## config.mk

```make
export PLATFORM = sky130hd
export DESIGN_NAME = terminal_line_assembler
export DESIGN_NICKNAME = d
export VERILOG_FILES = /design/src/hw/rtl/tla_pkg.sv /design/src/hw/rtl/tla_ram.sv /design/src/hw/rtl/tla_ctrl.sv /design/src/hw/rtl/tla_oreg.sv /design/src/hw/rtl/terminal_line_assembler.sv
export SDC_FILE = /design/constraint.sdc
export NUM_CORES = 1
export LEC_CHECK = 0
export BUFFER_PORTS_ARGS = -buffer_cell sky130_fd_sc_hd__buf_2
export CORE_MARGIN = 1.5
export CORE_UTILIZATION = 63
export DETAILED_ROUTE_END_ITERATION = 10
export PLACE_DENSITY = 0.8
export SLEW_MARGIN = 20
export SYNTH_ARGS = -nofsm -noshare
export SYNTH_HDL_FRONTEND = slang
export SYNTH_HIERARCHICAL = 1
export SYNTH_SLANG_ARGS = --single-unit
```

## constraint.sdc

```tcl
create_clock -name clk -period 5.39 [get_ports clk]
set_input_delay 0.539 -clock clk [delete_from_list [all_inputs] [get_ports clk]]
set_output_delay 0.539 -clock clk [all_outputs]
set_load 0.03 [all_outputs]
```

## src/hw/rtl/tla_pkg.sv

```systemverilog
// shared types, byte codes and decode functions for the terminal line assembler
package tla_pkg;

  localparam int LINE_CAP_DEF = 32;

  localparam logic [7:0] CH_NUL = 8'h00;
  localparam logic [7:0] CH_BS  = 8'h08;
  localparam logic [7:0] CH_LF  = 8'h0A;
  localparam logic [7:0] CH_CR  = 8'h0D;
  localparam logic [7:0] CH_ESC = 8'h1B;
  localparam logic [7:0] CH_SP  = 8'h20;
  localparam logic [7:0] CH_A   = 8'h41;
  localparam logic [7:0] CH_D   = 8'h44;
  localparam logic [7:0] CH_LBR = 8'h5B;

  localparam logic [1:0] ESC_ARMED = 2'd2;
  localparam logic [1:0] ESC_MAX   = 2'd3;

  typedef enum logic [2:0] {
    KIND_ECHO  = 3'd0,
    KIND_LINE  = 3'd1,
    KIND_OVF   = 3'd2,
    KIND_ARROW = 3'd3,
    KIND_EMPTY = 3'd4
  } kind_t;

  typedef struct packed {
    kind_t      kind;
    logic [7:0] data;
    logic       last;
  } res_t;

  typedef enum logic [2:0] {
    CLS_PLAIN = 3'd0,
    CLS_BS    = 3'd1,
    CLS_CR    = 3'd2,
    CLS_ESC   = 3'd3,
    CLS_ARROW = 3'd4
  } cls_t;

  function automatic cls_t classify(input logic [7:0] c, input logic [1:0] esc);
    cls_t cls;
    unique case (c) inside
      CH_BS: cls = CLS_BS;
      CH_CR: cls = CLS_CR;
      CH_ESC, CH_LBR: cls = CLS_ESC;
      [CH_A:CH_D]: cls = (esc == ESC_ARMED) ? CLS_ARROW : CLS_PLAIN;
      default: cls = CLS_PLAIN;
    endcase
    return cls;
  endfunction

  function automatic logic [1:0] echo_count(input cls_t cls);
    logic [1:0] n;
    unique case (cls)
      CLS_BS:  n = 2'd3;
      CLS_CR:  n = 2'd2;
      CLS_ESC: n = 2'd0;
      default: n = 2'd1;
    endcase
    return n;
  endfunction

  function automatic logic [7:0] echo_byte(input cls_t cls, input logic [1:0] idx,
                                           input logic [7:0] c);
    logic [7:0] b;
    unique case (cls)
      CLS_BS:    b = (idx == 2'd1) ? CH_SP : CH_BS;
      CLS_CR:    b = (idx == 2'd0) ? CH_CR : CH_LF;
      CLS_ARROW: b = c - CH_A;
      default:   b = c;
    endcase
    return b;
  endfunction

endpackage

```

## src/hw/rtl/tla_ram.sv

```systemverilog
// generic single-port-write, registered-read ram
module tla_ram #(
  parameter int WIDTH = 8,
  parameter int DEPTH = 32,
  localparam int AW = $clog2(DEPTH)
) (
  input  logic             clk,
  input  logic             wr_en,
  input  logic [AW-1:0]    wr_addr,
  input  logic [WIDTH-1:0] wr_data,
  input  logic             rd_en,
  input  logic [AW-1:0]    rd_addr,
  output logic [WIDTH-1:0] rd_data
);

  logic [WIDTH-1:0] mem [DEPTH];

  always_ff @(posedge clk) begin
    if (wr_en) begin
      mem[wr_addr] <= wr_data;
    end
    if (rd_en) begin
      rd_data <= mem[rd_addr];
    end
  end

endmodule

```

## src/hw/rtl/tla_ctrl.sv

```systemverilog
// byte sequencer: stores into the line ram, tracks fill and escape state, emits results
module tla_ctrl #(
  parameter int LINE_CAP = tla_pkg::LINE_CAP_DEF,
  localparam int AW = $clog2(LINE_CAP),
  localparam int FW = $clog2(LINE_CAP + 1)
) (
  input  logic          clk,
  input  logic          rst,
  input  logic          in_valid,
  output logic          in_ready,
  input  logic [7:0]    rx_byte,
  output logic          res_valid,
  input  logic          res_ready,
  output tla_pkg::res_t res,
  output logic [FW-1:0] fill_count,
  output logic          wr_en,
  output logic [AW-1:0] wr_addr,
  output logic [7:0]    wr_data,
  output logic          rd_en,
  output logic [AW-1:0] rd_addr,
  input  logic [7:0]    rd_data
);
  import tla_pkg::*;

  typedef enum logic [7:0] {
    S_IDLE  = 8'b0000_0001,
    S_OVF   = 8'b0000_0010,
    S_ECHO  = 8'b0000_0100,
    S_TERM  = 8'b0000_1000,
    S_OVF2  = 8'b0001_0000,
    S_EMPTY = 8'b0010_0000,
    S_LRD   = 8'b0100_0000,
    S_LINE  = 8'b1000_0000
  } state_t;

  localparam logic [FW-1:0] CAP_F = FW'(LINE_CAP);
  localparam logic [FW-1:0] TWO_F = FW'(2);

  state_t        state, state_next;
  logic [FW-1:0] fill, fill_next;
  logic [1:0]    esc, esc_next;
  logic [7:0]    c, c_next;
  cls_t          cls, cls_next;
  logic [1:0]    ecnt, ecnt_next;
  logic [1:0]    eidx, eidx_next;
  logic [AW-1:0] lidx, lidx_next;

  logic          full;
  cls_t          cls_in;
  logic [FW-1:0] fill_st;
  logic [1:0]    n_in;
  logic          e_last;
  logic          l_last;
  logic          take;

  assign full    = (fill == CAP_F);
  assign cls_in  = classify(rx_byte, esc);
  assign fill_st = full ? '0 : fill + FW'(1);
  assign n_in    = echo_count(cls_in);
  assign e_last  = (eidx == 2'(ecnt - 2'd1));
  assign l_last  = ((FW'(lidx) + FW'(1)) == fill);
  assign take    = res_valid && res_ready;

  assign fill_count = fill;

  always_comb begin
    state_next = state;
    fill_next  = fill;
    esc_next   = esc;
    c_next     = c;
    cls_next   = cls;
    ecnt_next  = ecnt;
    eidx_next  = eidx;
    lidx_next  = lidx;
    in_ready   = 1'b0;
    res_valid  = 1'b0;
    res        = '{kind: KIND_ECHO, data: CH_NUL, last: 1'b0};
    wr_en      = 1'b0;
    wr_addr    = fill[AW-1:0];
    wr_data    = rx_byte;
    rd_en      = 1'b0;
    rd_addr    = lidx;

    unique case (state)
      S_IDLE: begin
        in_ready = 1'b1;
        if (in_valid) begin
          wr_en     = !full;
          c_next    = rx_byte;
          cls_next  = cls_in;
          ecnt_next = n_in;
          eidx_next = '0;
          fill_next = fill_st;
          if (cls_in == CLS_BS) begin
            fill_next = (fill_st >= TWO_F) ? fill_st - TWO_F : '0;
          end
          if (cls_in == CLS_ESC && esc != ESC_MAX) begin
            esc_next = esc + 2'd1;
          end else if (cls_in == CLS_ARROW) begin
            esc_next = '0;
          end
          if (full) begin
            state_next = S_OVF;
          end else if (n_in != 2'd0) begin
            state_next = S_ECHO;
          end
        end
      end
      S_OVF: begin
        res_valid = 1'b1;
        res       = '{kind: KIND_OVF, data: CH_NUL, last: (ecnt == 2'd0)};
        if (take) begin
          state_next = (ecnt != 2'd0) ? S_ECHO : S_IDLE;
        end
      end
      S_ECHO: begin
        res_valid = 1'b1;
        res.kind  = (cls == CLS_ARROW) ? KIND_ARROW : KIND_ECHO;
        res.data  = echo_byte(cls, eidx, c);
        res.last  = e_last && (cls != CLS_CR);
        if (take) begin
          if (e_last) begin
            state_next = (cls == CLS_CR) ? S_TERM : S_IDLE;
          end else begin
            eidx_next = eidx + 2'd1;
          end
        end
      end
      S_TERM: begin
        lidx_next = '0;
        if (!full) begin
          wr_en      = 1'b1;
          wr_data    = CH_NUL;
          fill_next  = fill + FW'(1);
          state_next = S_LRD;
        end else begin
          fill_next  = '0;
          state_next = S_OVF2;
        end
      end
      S_OVF2: begin
        res_valid = 1'b1;
        res       = '{kind: KIND_OVF, data: CH_NUL, last: 1'b0};
        if (take) begin
          state_next = S_EMPTY;
        end
      end
      S_EMPTY: begin
        res_valid = 1'b1;
        res       = '{kind: KIND_EMPTY, data: CH_NUL, last: 1'b1};
        if (take) begin
          state_next = S_IDLE;
        end
      end
      S_LRD: begin
        rd_en      = 1'b1;
        state_next = S_LINE;
      end
      S_LINE: begin
        res_valid = 1'b1;
        res       = '{kind: KIND_LINE, data: rd_data, last: l_last};
        if (take) begin
          if (l_last) begin
            fill_next  = '0;
            state_next = S_IDLE;
          end else begin
            lidx_next = lidx + AW'(1);
            rd_en     = 1'b1;
            rd_addr   = lidx + AW'(1);
          end
        end
      end
      default: begin
        state_next = S_IDLE;
      end
    endcase
  end

  always_ff @(posedge clk) begin
    if (rst) begin
      state <= S_IDLE;
      fill  <= '0;
      esc   <= '0;
    end else begin
      state <= state_next;
      fill  <= fill_next;
      esc   <= esc_next;
    end
    c    <= c_next;
    cls  <= cls_next;
    ecnt <= ecnt_next;
    eidx <= eidx_next;
    lidx <= lidx_next;
  end

endmodule

```

## src/hw/rtl/tla_oreg.sv

```systemverilog
// output register stage between the sequencer and the result port
module tla_oreg (
  input  logic          clk,
  input  logic          rst,
  input  logic          up_valid,
  output logic          up_ready,
  input  tla_pkg::res_t up_res,
  output logic          out_valid,
  input  logic          out_ready,
  output logic [2:0]    kind,
  output logic [7:0]    data,
  output logic          last
);
  import tla_pkg::*;

  res_t held;

  assign up_ready = !out_valid || out_ready;
  assign kind     = held.kind;
  assign data     = held.data;
  assign last     = held.last;

  always_ff @(posedge clk) begin
    if (rst) begin
      out_valid <= 1'b0;
    end else if (up_ready) begin
      out_valid <= up_valid;
    end
    if (up_ready && up_valid) begin
      held <= up_res;
    end
  end

endmodule

```

## src/hw/rtl/terminal_line_assembler.sv

```systemverilog
// terminal line assembler top level
// the first result of a word reaches the output port through the sequencer state register and then the output register
// the sequencer emits one result per cycle while the output register accepts it, and takes no new word
// while results of the current word are pending; an overflow adds one more result
// line bytes stream from the line ram one per cycle while the output accepts them, behind a read-ahead state
// reset (rst, synchronous) clears fill count, escape counter, sequencer and output valid;
// the line ram is not cleared and needs no clearing pass
module terminal_line_assembler #(
  parameter int LINE_CAP = tla_pkg::LINE_CAP_DEF
) (
  input  logic       clk,
  input  logic       rst,
  input  logic       in_valid,
  output logic       in_ready,
  input  logic [7:0] rx_byte,
  output logic       out_valid,
  input  logic       out_ready,
  output logic [2:0] kind,
  output logic [7:0] data,
  output logic       last
);
  import tla_pkg::*;

  localparam int AW = $clog2(LINE_CAP);
  localparam int FW = $clog2(LINE_CAP + 1);

  logic          res_valid;
  logic          res_ready;
  res_t          res;
  logic [FW-1:0] fill_count;
  logic          wr_en;
  logic [AW-1:0] wr_addr;
  logic [7:0]    wr_data;
  logic          rd_en;
  logic [AW-1:0] rd_addr;
  logic [7:0]    rd_data;

  tla_ctrl #(.LINE_CAP(LINE_CAP)) u_ctrl (
    .clk        (clk),
    .rst        (rst),
    .in_valid   (in_valid),
    .in_ready   (in_ready),
    .rx_byte    (rx_byte),
    .res_valid  (res_valid),
    .res_ready  (res_ready),
    .res        (res),
    .fill_count (fill_count),
    .wr_en      (wr_en),
    .wr_addr    (wr_addr),
    .wr_data    (wr_data),
    .rd_en      (rd_en),
    .rd_addr    (rd_addr),
    .rd_data    (rd_data)
  );

  tla_ram #(.WIDTH(8), .DEPTH(LINE_CAP)) u_line_ram (
    .clk     (clk),
    .wr_en   (wr_en),
    .wr_addr (wr_addr),
    .wr_data (wr_data),
    .rd_en   (rd_en),
    .rd_addr (rd_addr),
    .rd_data (rd_data)
  );

  tla_oreg u_oreg (
    .clk       (clk),
    .rst       (rst),
    .up_valid  (res_valid),
    .up_ready  (res_ready),
    .up_res    (res),
    .out_valid (out_valid),
    .out_ready (out_ready),
    .kind      (kind),
    .data      (data),
    .last      (last)
  );

`ifndef NO_ASSERTIONS
  a_idle_no_result: assert property (@(posedge clk) disable iff (rst)
    !(in_ready && res_valid))
    else $error("sequencer presents a result while taking input");

  a_fill_bound: assert property (@(posedge clk) disable iff (rst)
    fill_count <= FW'(LINE_CAP))
    else $error("fill count beyond line capacity");

  a_last_frees_input: assert property (@(posedge clk) disable iff (rst)
    (res_valid && res_ready && res.last) |=> in_ready)
    else $error("sequencer not ready after final result of a word");
`endif

endmodule
```

==> results.toml, run 1 <==
[synthesis]
synth_nets = 823
yosys.cell_count.top_type = "edfxtp_1"
synth-async-reset-ratio_pct = 0
yosysWarnings = 6
synth_top_area_share_pct = 65.6
yosysTopAreaCell = "edfxtp_1"
synth_seq_area_share_pct = 68.1
synth_fa_ha_area_share_pct = 1.02
synth-main-ff-cell = "edfxtp_1"
synth_top_family_by_area = "multiplexers"
avgSynthCellArea_um2 = 16.9
ys_top_cells_by_area = "edfxtp_1 (66%), mux4_2 (13%), dfxtp_1 (2.5%)"
synthXorXnorAreaFrac_pct = 1.87
yosys.area_share.simple_pct = 8.06
synthCells = 800
synth_cell_type_count = 70
synth_mux_area_share_pct = 14.3
ys_seq_elements = 313
synth_edf_count = 296
synth_compound_area_share_pct = 4.39
syn_area_mm2 = 0.0136
netlist_top_cells_count = "edfxtp_1 (296), mux4_2 (80), nor2_1 (73), nand2_1 (36), a21oi_1 (22)"

[worst_setup_path]
cp_slowest_cell = "nor3_1"
path_max_fanout = 64
worstSetupPathDepth = 11
critPathMaxStageDelay_ps = 650
crit_chain = "ha_1, xnor2_1, a221oi_2, o2111a_1, nor3_1, nand2_1, xnor2_2, buf_12, mux4_2, mux4_2, mux2_2"
path_buf_inv = 1
endpoint = "u_line_ram/rd_data[2]"
r2r_slack_ps = 760
crit_type = "reg -> reg"
crit_family = "multiplexers"
crit_path_frequent_cell = "mux4_2"
worstPathRequired_ps = 5700
critPathCaptureType = "flip-flop"
regToRegEndpoint = "u_line_ram/rd_data[2]"
arrival_ps = 4940
start_kind = "flip-flop"
r2r-start = "u_ctrl/lidx[0]"
r2r_cells = 11
cp-startpoint = "u_ctrl/lidx[0]"

[routing]
antenna_left = 0
drc = 0
via_per_inst = 6.86
num_vias = 7690
drt-initial-drc-count = 929
wire_per_inst_um = 27.5
wirelength_um = 30800
firstDrtPassIters = 5

[global_route]
grt_max_degree = 65
grt-ovfl-total = 0
grt_pass1_wl_um = 46000
antenna_found_initial = 0
grt_use_total_pct = 28.3
grt_pass1_vias = 7513

[layout]
postLayoutCellArea_mm2 = 0.0149
fillers = 1250
n_antenna_cell = 0
area_delta_synth_final_pct = 10.1
nNetsFinal = 845
drive_gt1_share_pct = 23.2

[cts]
clockBufferDepth = 3
clkTransAtPathRegs_ps = 60
postCtsSetupBuffers = 0
ctsHoldBuffers = 0
numCtsBuffers = 30
clock_latency_ps = 570
root_buffer = "clkbuf_16"
htree_levels = 1
cts_tree = "built"
postCtsResizedCells = 0
numClockSinks = 313

[die]
dieArea_mm2 = 0.0224
core_region_area_mm2 = 0.0211
fp.dieW_um = 150
start_util_pct = 64.3
num_io_pins = 26
dieHeight_um = 150
rows = 53

[flow_run]
drv_cap = 0

[sta]
worstMarginPinSlew_ps = 1180
timing_hold_violations_final = 0
report.final.slew_viol_count = 0
finalSetupTns_ps = 0
grt_setup_unrepaired = "false"
clock_skew_ps = 14.0
setup_viol = 0
setup_ws_ps = 762
max_freq_mhz = 216
relSlewSlack_pct = 20.7
min_period_over_period_pct = 85.9
fin_crit_ps = 4630

[power]
p_leak_nw = 4.86
vdd_ir_drop_max_v = 0.000332
power_density_mw_per_mm2 = 377
power_mw = 5.63

[placed_design]
dp_hpwl_um = 18800
gp_congestion = 0.978
dpl_cell_area_mm2 = 0.0139
dp_slack_ps = 877
io_buffers = 25

[status]
status = "finished clean"

[min_path]
hold_path_class = "in -> reg"
[metal layers]
layer | track usage (%) | vias up | wire length [µm]
li1 | - | 3225 | -
met1 | 39.5 | 3893 | 11700
met2 | 46.7 | 505 | 15200
met3 | 4.79 | 67 | 3050
met4 | 8.28 | 0 | 848
met5 | 0 | - | 0
[cell families after synthesis]
group | Yosys count
simple gates | 207
mux | 93
xor+xnor | 29
compound gates | 84
buf+inv | 63
fa+ha+maj | 11
flops | 313
[sequential cells by signal, indices dropped and copies added (netlist names)]
register            cells
u_ctrl/lidx             5
u_oreg/last             1
u_ctrl/eidx             2
u_line_ram/rd_data      8
u_oreg/out_valid        1
u_line_ram/mem        256
u_oreg/kind             3
u_ctrl/fill_count       6
u_ctrl/state            8
u_ctrl/cls              3
u_ctrl/c                8
u_ctrl/esc              2
u_ctrl/ecnt             2
u_oreg/data             8
[worst min path at each step]
stage	start	to	slack (ps)	cells past startpoint
5_1_grt	rx_byte[5]	u_ctrl/c[5]	220	1
4_1_cts	rx_byte[5]	u_ctrl/c[5]	210	1
2_1_floorplan	u_ctrl/esc[0]	u_ctrl/esc[0]	450	2
3_3_place_gp	u_ctrl/esc[0]	u_ctrl/esc[0]	460	2
6_report	rx_byte[5]	u_ctrl/c[5]	230	1
3_5_place_dp	u_ctrl/esc[0]	u_ctrl/esc[0]	470	2
[area by class of cell]
type / count / area [µm²] / share of cell area, %
inverters: 21 / 78.8 / 0.528
flip-flops and latches: 313 / 9230 / 61.8
repair buffers: 32 / 203 / 1.36
clock buffers: 37 / 777 / 5.21
multi-input cells: 424 / 4120 / 27.6
clock inverters: 19 / 173 / 1.16
well taps: 275 / 344 / 2.31
[power breakdown]
group / leakage, nW / internal [mW] / switching [mW]
sequential: 2.82 / 2.80 / 0.116
clock: 0.463 / 1.13 / 0.885
combinational: 1.59 / 0.245 / 0.466
total: 4.86 / 4.17 / 1.47
[through the flow]
stage / hold WS, ps / util, % / instances
floorplan: 449 / - / 800
detailed placement: 471 / 66.1 / 1065
finish: 233 / 70.8 / 1121
CTS: 209 / 70.6 / 1121
global placement: 458 / 66.0 / 1065
global route: 223 / 70.8 / 1121
[cell usage in the layout (no fill, tap or decap), types with 8 or more instances in the layout]
cell type / count
edfxtp_1: 296
mux4_2: 80
nor2_1: 72
nand2_1: 36
clkbuf_16: 30
buf_2: 25
a21oi_1: 22
inv_1: 21
dfxtp_1: 17
nand3_1: 15
o21ai_0: 15
xnor2_1: 14
xor2_1: 12
nor3_1: 12
ha_1: 11
mux2_2: 10
nor2b_4: 8
Note: power is estimated with default switching activity, not from simulation.
==> run 2, diff against run 1 <==
- CORE_MARGIN: 1.5 -> 5
- MAX_ROUTING_LAYER: default -> met4
==> results.toml, run 2 (same netlist as run 1, synthesis figures left out) <==
[status]
status = "finished clean"

[global_route]
grt_pass1_wl_um = 46800
antenna_found_initial = 0
grt_pass1_vias = 7706
grt_use_total_pct = 26.4
grt-ovfl-total = 0
grt_max_degree = 65

[worst_setup_path]
crit_type = "reg -> reg"
arrival_ps = 4900
worstPathRequired_ps = 5680
critPathCaptureType = "flip-flop"
path_max_fanout = 43
start_kind = "flip-flop"

[routing]
wirelength_um = 30800
drt-initial-drc-count = 808
num_vias = 7585
antenna_left = 0
firstDrtPassIters = 5
drc = 0
via_per_inst = 6.72
wire_per_inst_um = 27.2

[cts]
root_buffer = "clkbuf_16"
numCtsBuffers = 31
htree_levels = 1
postCtsResizedCells = 0
postCtsSetupBuffers = 0
ctsHoldBuffers = 0
cts_tree = "built"
clock_latency_ps = 540
clkTransAtPathRegs_ps = 60
clockBufferDepth = 3
numClockSinks = 313

[sta]
timing_hold_violations_final = 0
clock_skew_ps = 8.57
min_period_over_period_pct = 85.4
fin_crit_ps = 4610
worstMarginPinSlew_ps = 1110
grt_setup_unrepaired = "false"
max_freq_mhz = 217
finalSetupTns_ps = 0
report.final.slew_viol_count = 0
relSlewSlack_pct = 25.8
setup_viol = 0

[flow_run]
drv_cap = 0

[layout]
largest_register_ffs = 256
final_common_cell = "edfxtp_1"
n_antenna_cell = 0
nNetsFinal = 854
stdcell_count = 1129
regMostFlops = "u_line_ram/mem"
final_cell_mix = "edfxtp_1 (296), mux4_2 (80), nor2_1 (72)"
drive_gt1_share_pct = 24.1
area_delta_synth_final_pct = 10.6

[placed_design]
dp.cells = 1073
io_buffers = 25
gp_congestion = 0.930
dp_hpwl_um = 19600

[die]
rows = 53
start_util_pct = 64.3
dieArea_mm2 = 0.0245
num_io_pins = 26
dieHeight_um = 157
core_region_area_mm2 = 0.0211
fp.dieW_um = 157

[power]
power_density_mw_per_mm2 = 376
p_leak_nw = 4.89
vdd_ir_drop_max_v = 0.000429

[min_path]
hold_path_class = "in -> reg"
[run 2: cell types whose count changed in the layout (fill, tap and decap cells not counted), moves of 2 or more]
cell / change
clkinv_2: -2
nor2b_2: +2
clkinvlp_4: +4
nor2b_4: -2
clkbuf_1: -3
buf_4: +7
[run 2: stage by stage]
| stage | cell area [µm²] | total power [mW] | setup WS [ps] | hold WS [ps] | util [%] |
|---|---|---|---|---|---|
| after floorplan | 13600 | 3.45 | 1650 | 449 | - |
| after global routing | 15000 | 5.85 | 541 | 237 | 71.1 |
| after detailed placement | 14000 | 3.65 | 757 | 486 | 66.4 |
| final | 15000 | 5.64 | 785 | 240 | 71.1 |
| after CTS | 15000 | 5.65 | 752 | 218 | 71.0 |
| after global placement | 14000 | 3.61 | 898 | 458 | 66.4 |
[run 2: final timing paths]
| path | cells after the start | to | startpoint | slack [ps] |
|---|---|---|---|---|
| hold reg to reg | 2 | u_ctrl/esc[0] | u_ctrl/esc[0] | 500 |
| hold / removal | 1 | u_ctrl/c[5] | rx_byte[5] | 240 |
| setup reg to reg | 10 | u_line_ram/rd_data[1] | u_ctrl/lidx[0] | 780 |
| setup / recovery | 10 | u_line_ram/rd_data[1] | u_ctrl/lidx[0] | 780 |
[run 2: cell type report]
| class | instances | area, µm² |
|---|---|---|
| clock buffer | 35 | 791 |
| clock inverter | 21 | 166 |
| fill | 1231 | 6090 |
| inverter | 21 | 78.8 |
| multi-input combinational | 424 | 4110 |
| sequential | 313 | 9230 |
| tap | 275 | 344 |
| timing repair buffer | 40 | 275 |
[run 2: worst max-delay path, stage by stage, from the launching register on]
cell      delay (ps)
edfxtp_1         540
ha_1             350
xnor2_1          220
a221oi_2         100
o2111a_1         320
nor3_1           610
xor2_4           410
buf_12           370
mux4_2           620
mux4_2           480
mux2_2           280
[run 2: layer usage]
| metal | share of wire, % | global-route usage, % |
|---|---|---|
| met1 | 36 | 34.2 |
| met2 | 52 | 44.1 |
| met3 | 9.7 | 4.70 |
| met4 | 3.0 | 6.86 |
| met5 | 0 | - |
[run 2: where the power goes]
part	internal [mW]	switching, mW
logic	0.250	0.472
clock network	1.15	0.867
registers	2.80	0.107
==> run 3, diff against run 2 <==
--- a/config.mk
+++ b/config.mk
@@ -7,5 +7,4 @@
 export LEC_CHECK = 0
 export BUFFER_PORTS_ARGS = -buffer_cell sky130_fd_sc_hd__buf_2
-export CORE_MARGIN = 5
 export CORE_UTILIZATION = 63
 export DETAILED_ROUTE_END_ITERATION = 10
==> constraint.sdc (replaced) <==
create_clock -name clk -period 5.39 [get_ports clk]
set_input_delay 1.078 -clock clk [delete_from_list [all_inputs] [get_ports clk]]
set_output_delay 1.078 -clock clk [all_outputs]
set_load 0.03 [all_outputs]
==> results.toml, run 3 (same netlist as run 1, synthesis figures left out) <==
[status]
status = "finished clean"

[global_route]
grt_max_degree = 65
met2_usage_pct = 50.8
grt_use_total_pct = 30.3
grt-busiest-layer = "met2"
grt_pass1_vias = 7692
grt-ovfl-total = 0
met1_usage_pct = 38.6
grt_pass1_wl_um = 47000
groute.layer.met3.usage_pct = 4.72
antenna_found_initial = 1

[worst_setup_path]
crit_type = "reg -> reg"
critPathMaxStageDelay_ps = 640
worstPathRequired_ps = 5700
critPathCaptureType = "flip-flop"
start_kind = "flip-flop"
path_max_fanout = 32
r2r_cells = 10
r2r-start = "u_ctrl/lidx[0]"
cp_slowest_cell = "mux4_2"
regToRegEndpoint = "u_line_ram/rd_data[5]"
crit_chain = "ha_1, xnor2_1, a221oi_2, o2111a_1, nor3_1, xor2_4, buf_4, mux4_2, mux4_2, mux2_2"
arrival_ps = 4930
r2r_slack_ps = 770
crit_path_frequent_cell = "mux4_2"

[die]
fp.dieW_um = 149
rows = 53
dieArea_mm2 = 0.0221
dieHeight_um = 149
num_io_pins = 26
start_util_pct = 64.3
core_region_area_mm2 = 0.0211

[placed_design]
gp_congestion = 1.01
dp_hpwl_um = 19300
io_buffers = 25
dpl_cell_area_mm2 = 0.0140
dp_slack_ps = 788
dp.cells = 1071

[layout]
area_delta_synth_final_pct = 11.8
regMostFlops = "u_line_ram/mem"
drive_gt1_share_pct = 24.3
stdcell_count = 1128
final_common_cell = "edfxtp_1"
postLayoutCellArea_mm2 = 0.0152
final_cell_mix = "edfxtp_1 (296), mux4_2 (80), nor2_1 (72)"
nNetsFinal = 851
largest_register_ffs = 256

[routing]
drc = 0
drt-initial-drc-count = 792
wire_per_inst_um = 27.2
wirelength_um = 30600
via_per_inst = 6.67
firstDrtPassIters = 5
num_vias = 7527
antenna_left = 0

[min_path]
min_to = "u_ctrl/esc[0]"
hold_depth = 2
hold_path_class = "reg -> reg"
min-delay-start = "u_ctrl/esc[0]"

[cts]
clock_latency_ps = 560
numClockSinks = 313
root_buffer = "clkbuf_16"
ctsHoldBuffers = 0
clkTransAtPathRegs_ps = 70
htree_levels = 1
numCtsBuffers = 30
cts_tree = "built"
postCtsSetupBuffers = 0
clockBufferDepth = 3
postCtsResizedCells = 0

[sta]
min_period_over_period_pct = 85.6
setup_ws_ps = 775
timing_hold_violations_final = 0
report.final.slew_viol_count = 0
setup_viol = 0
fin_crit_ps = 4620
clock_skew_ps = 24.1
worstMarginPinSlew_ps = 1130
relSlewSlack_pct = 24.7
grt_setup_unrepaired = "false"
finalSetupTns_ps = 0
max_freq_mhz = 217

[power]
vdd_ir_drop_max_v = 0.000338
power_density_mw_per_mm2 = 400
p_leak_nw = 4.97

[flow_run]
drv_cap = 0
[run 3: changes by cell type in the layout (fill, tap and decap cells not counted), sizes merged]
cell      delta
clkinvlp     -3
buf          -2
diode        +1
clkbuf       -3
clkinv       -2
bufinv       +8
[run 3: through the flow]
| stage | util [%] | hold WS (ps) | total power [mW] |
|---|---|---|---|
| floorplan | - | 449 | 3.45 |
| global placement | 66.2 | 456 | 3.62 |
| detailed placement | 66.3 | 480 | 3.65 |
| CTS | 71.8 | 489 | 6.07 |
| global route | 71.9 | 504 | 6.24 |
| finish | 71.9 | 484 | 6.06 |
[run 3: per-layer routing]
layer / routed length (µm) / share of wire, %
met1: 11600 / 38
met2: 15800 / 52
met3: 2360 / 7.7
met4: 887 / 2.9
met5: 0 / 0
[run 3: worst max-delay path, delay by kind of cell (launching register included)]
family / cells / cell delay, ps
buffers and inverters: 1 / 550
adders and majority gates: 1 / 370
and+or+nand+nor: 1 / 590
muxes: 3 / 1390
AOI/OAI and AO/OA: 2 / 430
DFF: 1 / 560
xor gates and xnor gates: 2 / 470
[run 3: how the worst max path moves through the flow]
stage | start | endpoint | slack, ps | cells past startpoint
after global placement | out_ready | u_line_ram/rd_data[7] | 910 | 9
after CTS | u_ctrl/lidx[0] | u_line_ram/rd_data[5] | 750 | 10
after global routing | u_ctrl/lidx[0] | u_line_ram/rd_data[5] | 550 | 10
after floorplan | out_ready | u_line_ram/rd_data[0] | 1530 | 10
after detailed placement | u_ctrl/lidx[0] | u_line_ram/rd_data[7] | 790 | 10
final | u_ctrl/lidx[0] | u_line_ram/rd_data[5] | 770 | 10
[run 3: cell type report]
| type | count | area, µm² |
|---|---|---|
| timing repair buffer | 38 | 248 |
| sequential | 313 | 9230 |
| inverter | 21 | 78.8 |
| multi-input combinational | 424 | 4090 |
| antenna | 1 | 2.50 |
| fill | 1250 | 5930 |
| tap | 275 | 344 |
| clock buffer | 32 | 779 |
| clock inverter | 24 | 379 |
[run 3: where the power goes]
| part | total (mW) | leakage (nW) | switching (mW) | internal, mW |
|---|---|---|---|---|
| combinational | 0.731 | 1.60 | 0.483 | 0.248 |
| sequential | 2.90 | 2.82 | 0.108 | 2.79 |
| clock | 2.43 | 0.559 | 0.900 | 1.53 |
| total | 6.06 | 4.97 | 1.49 | 4.57 |
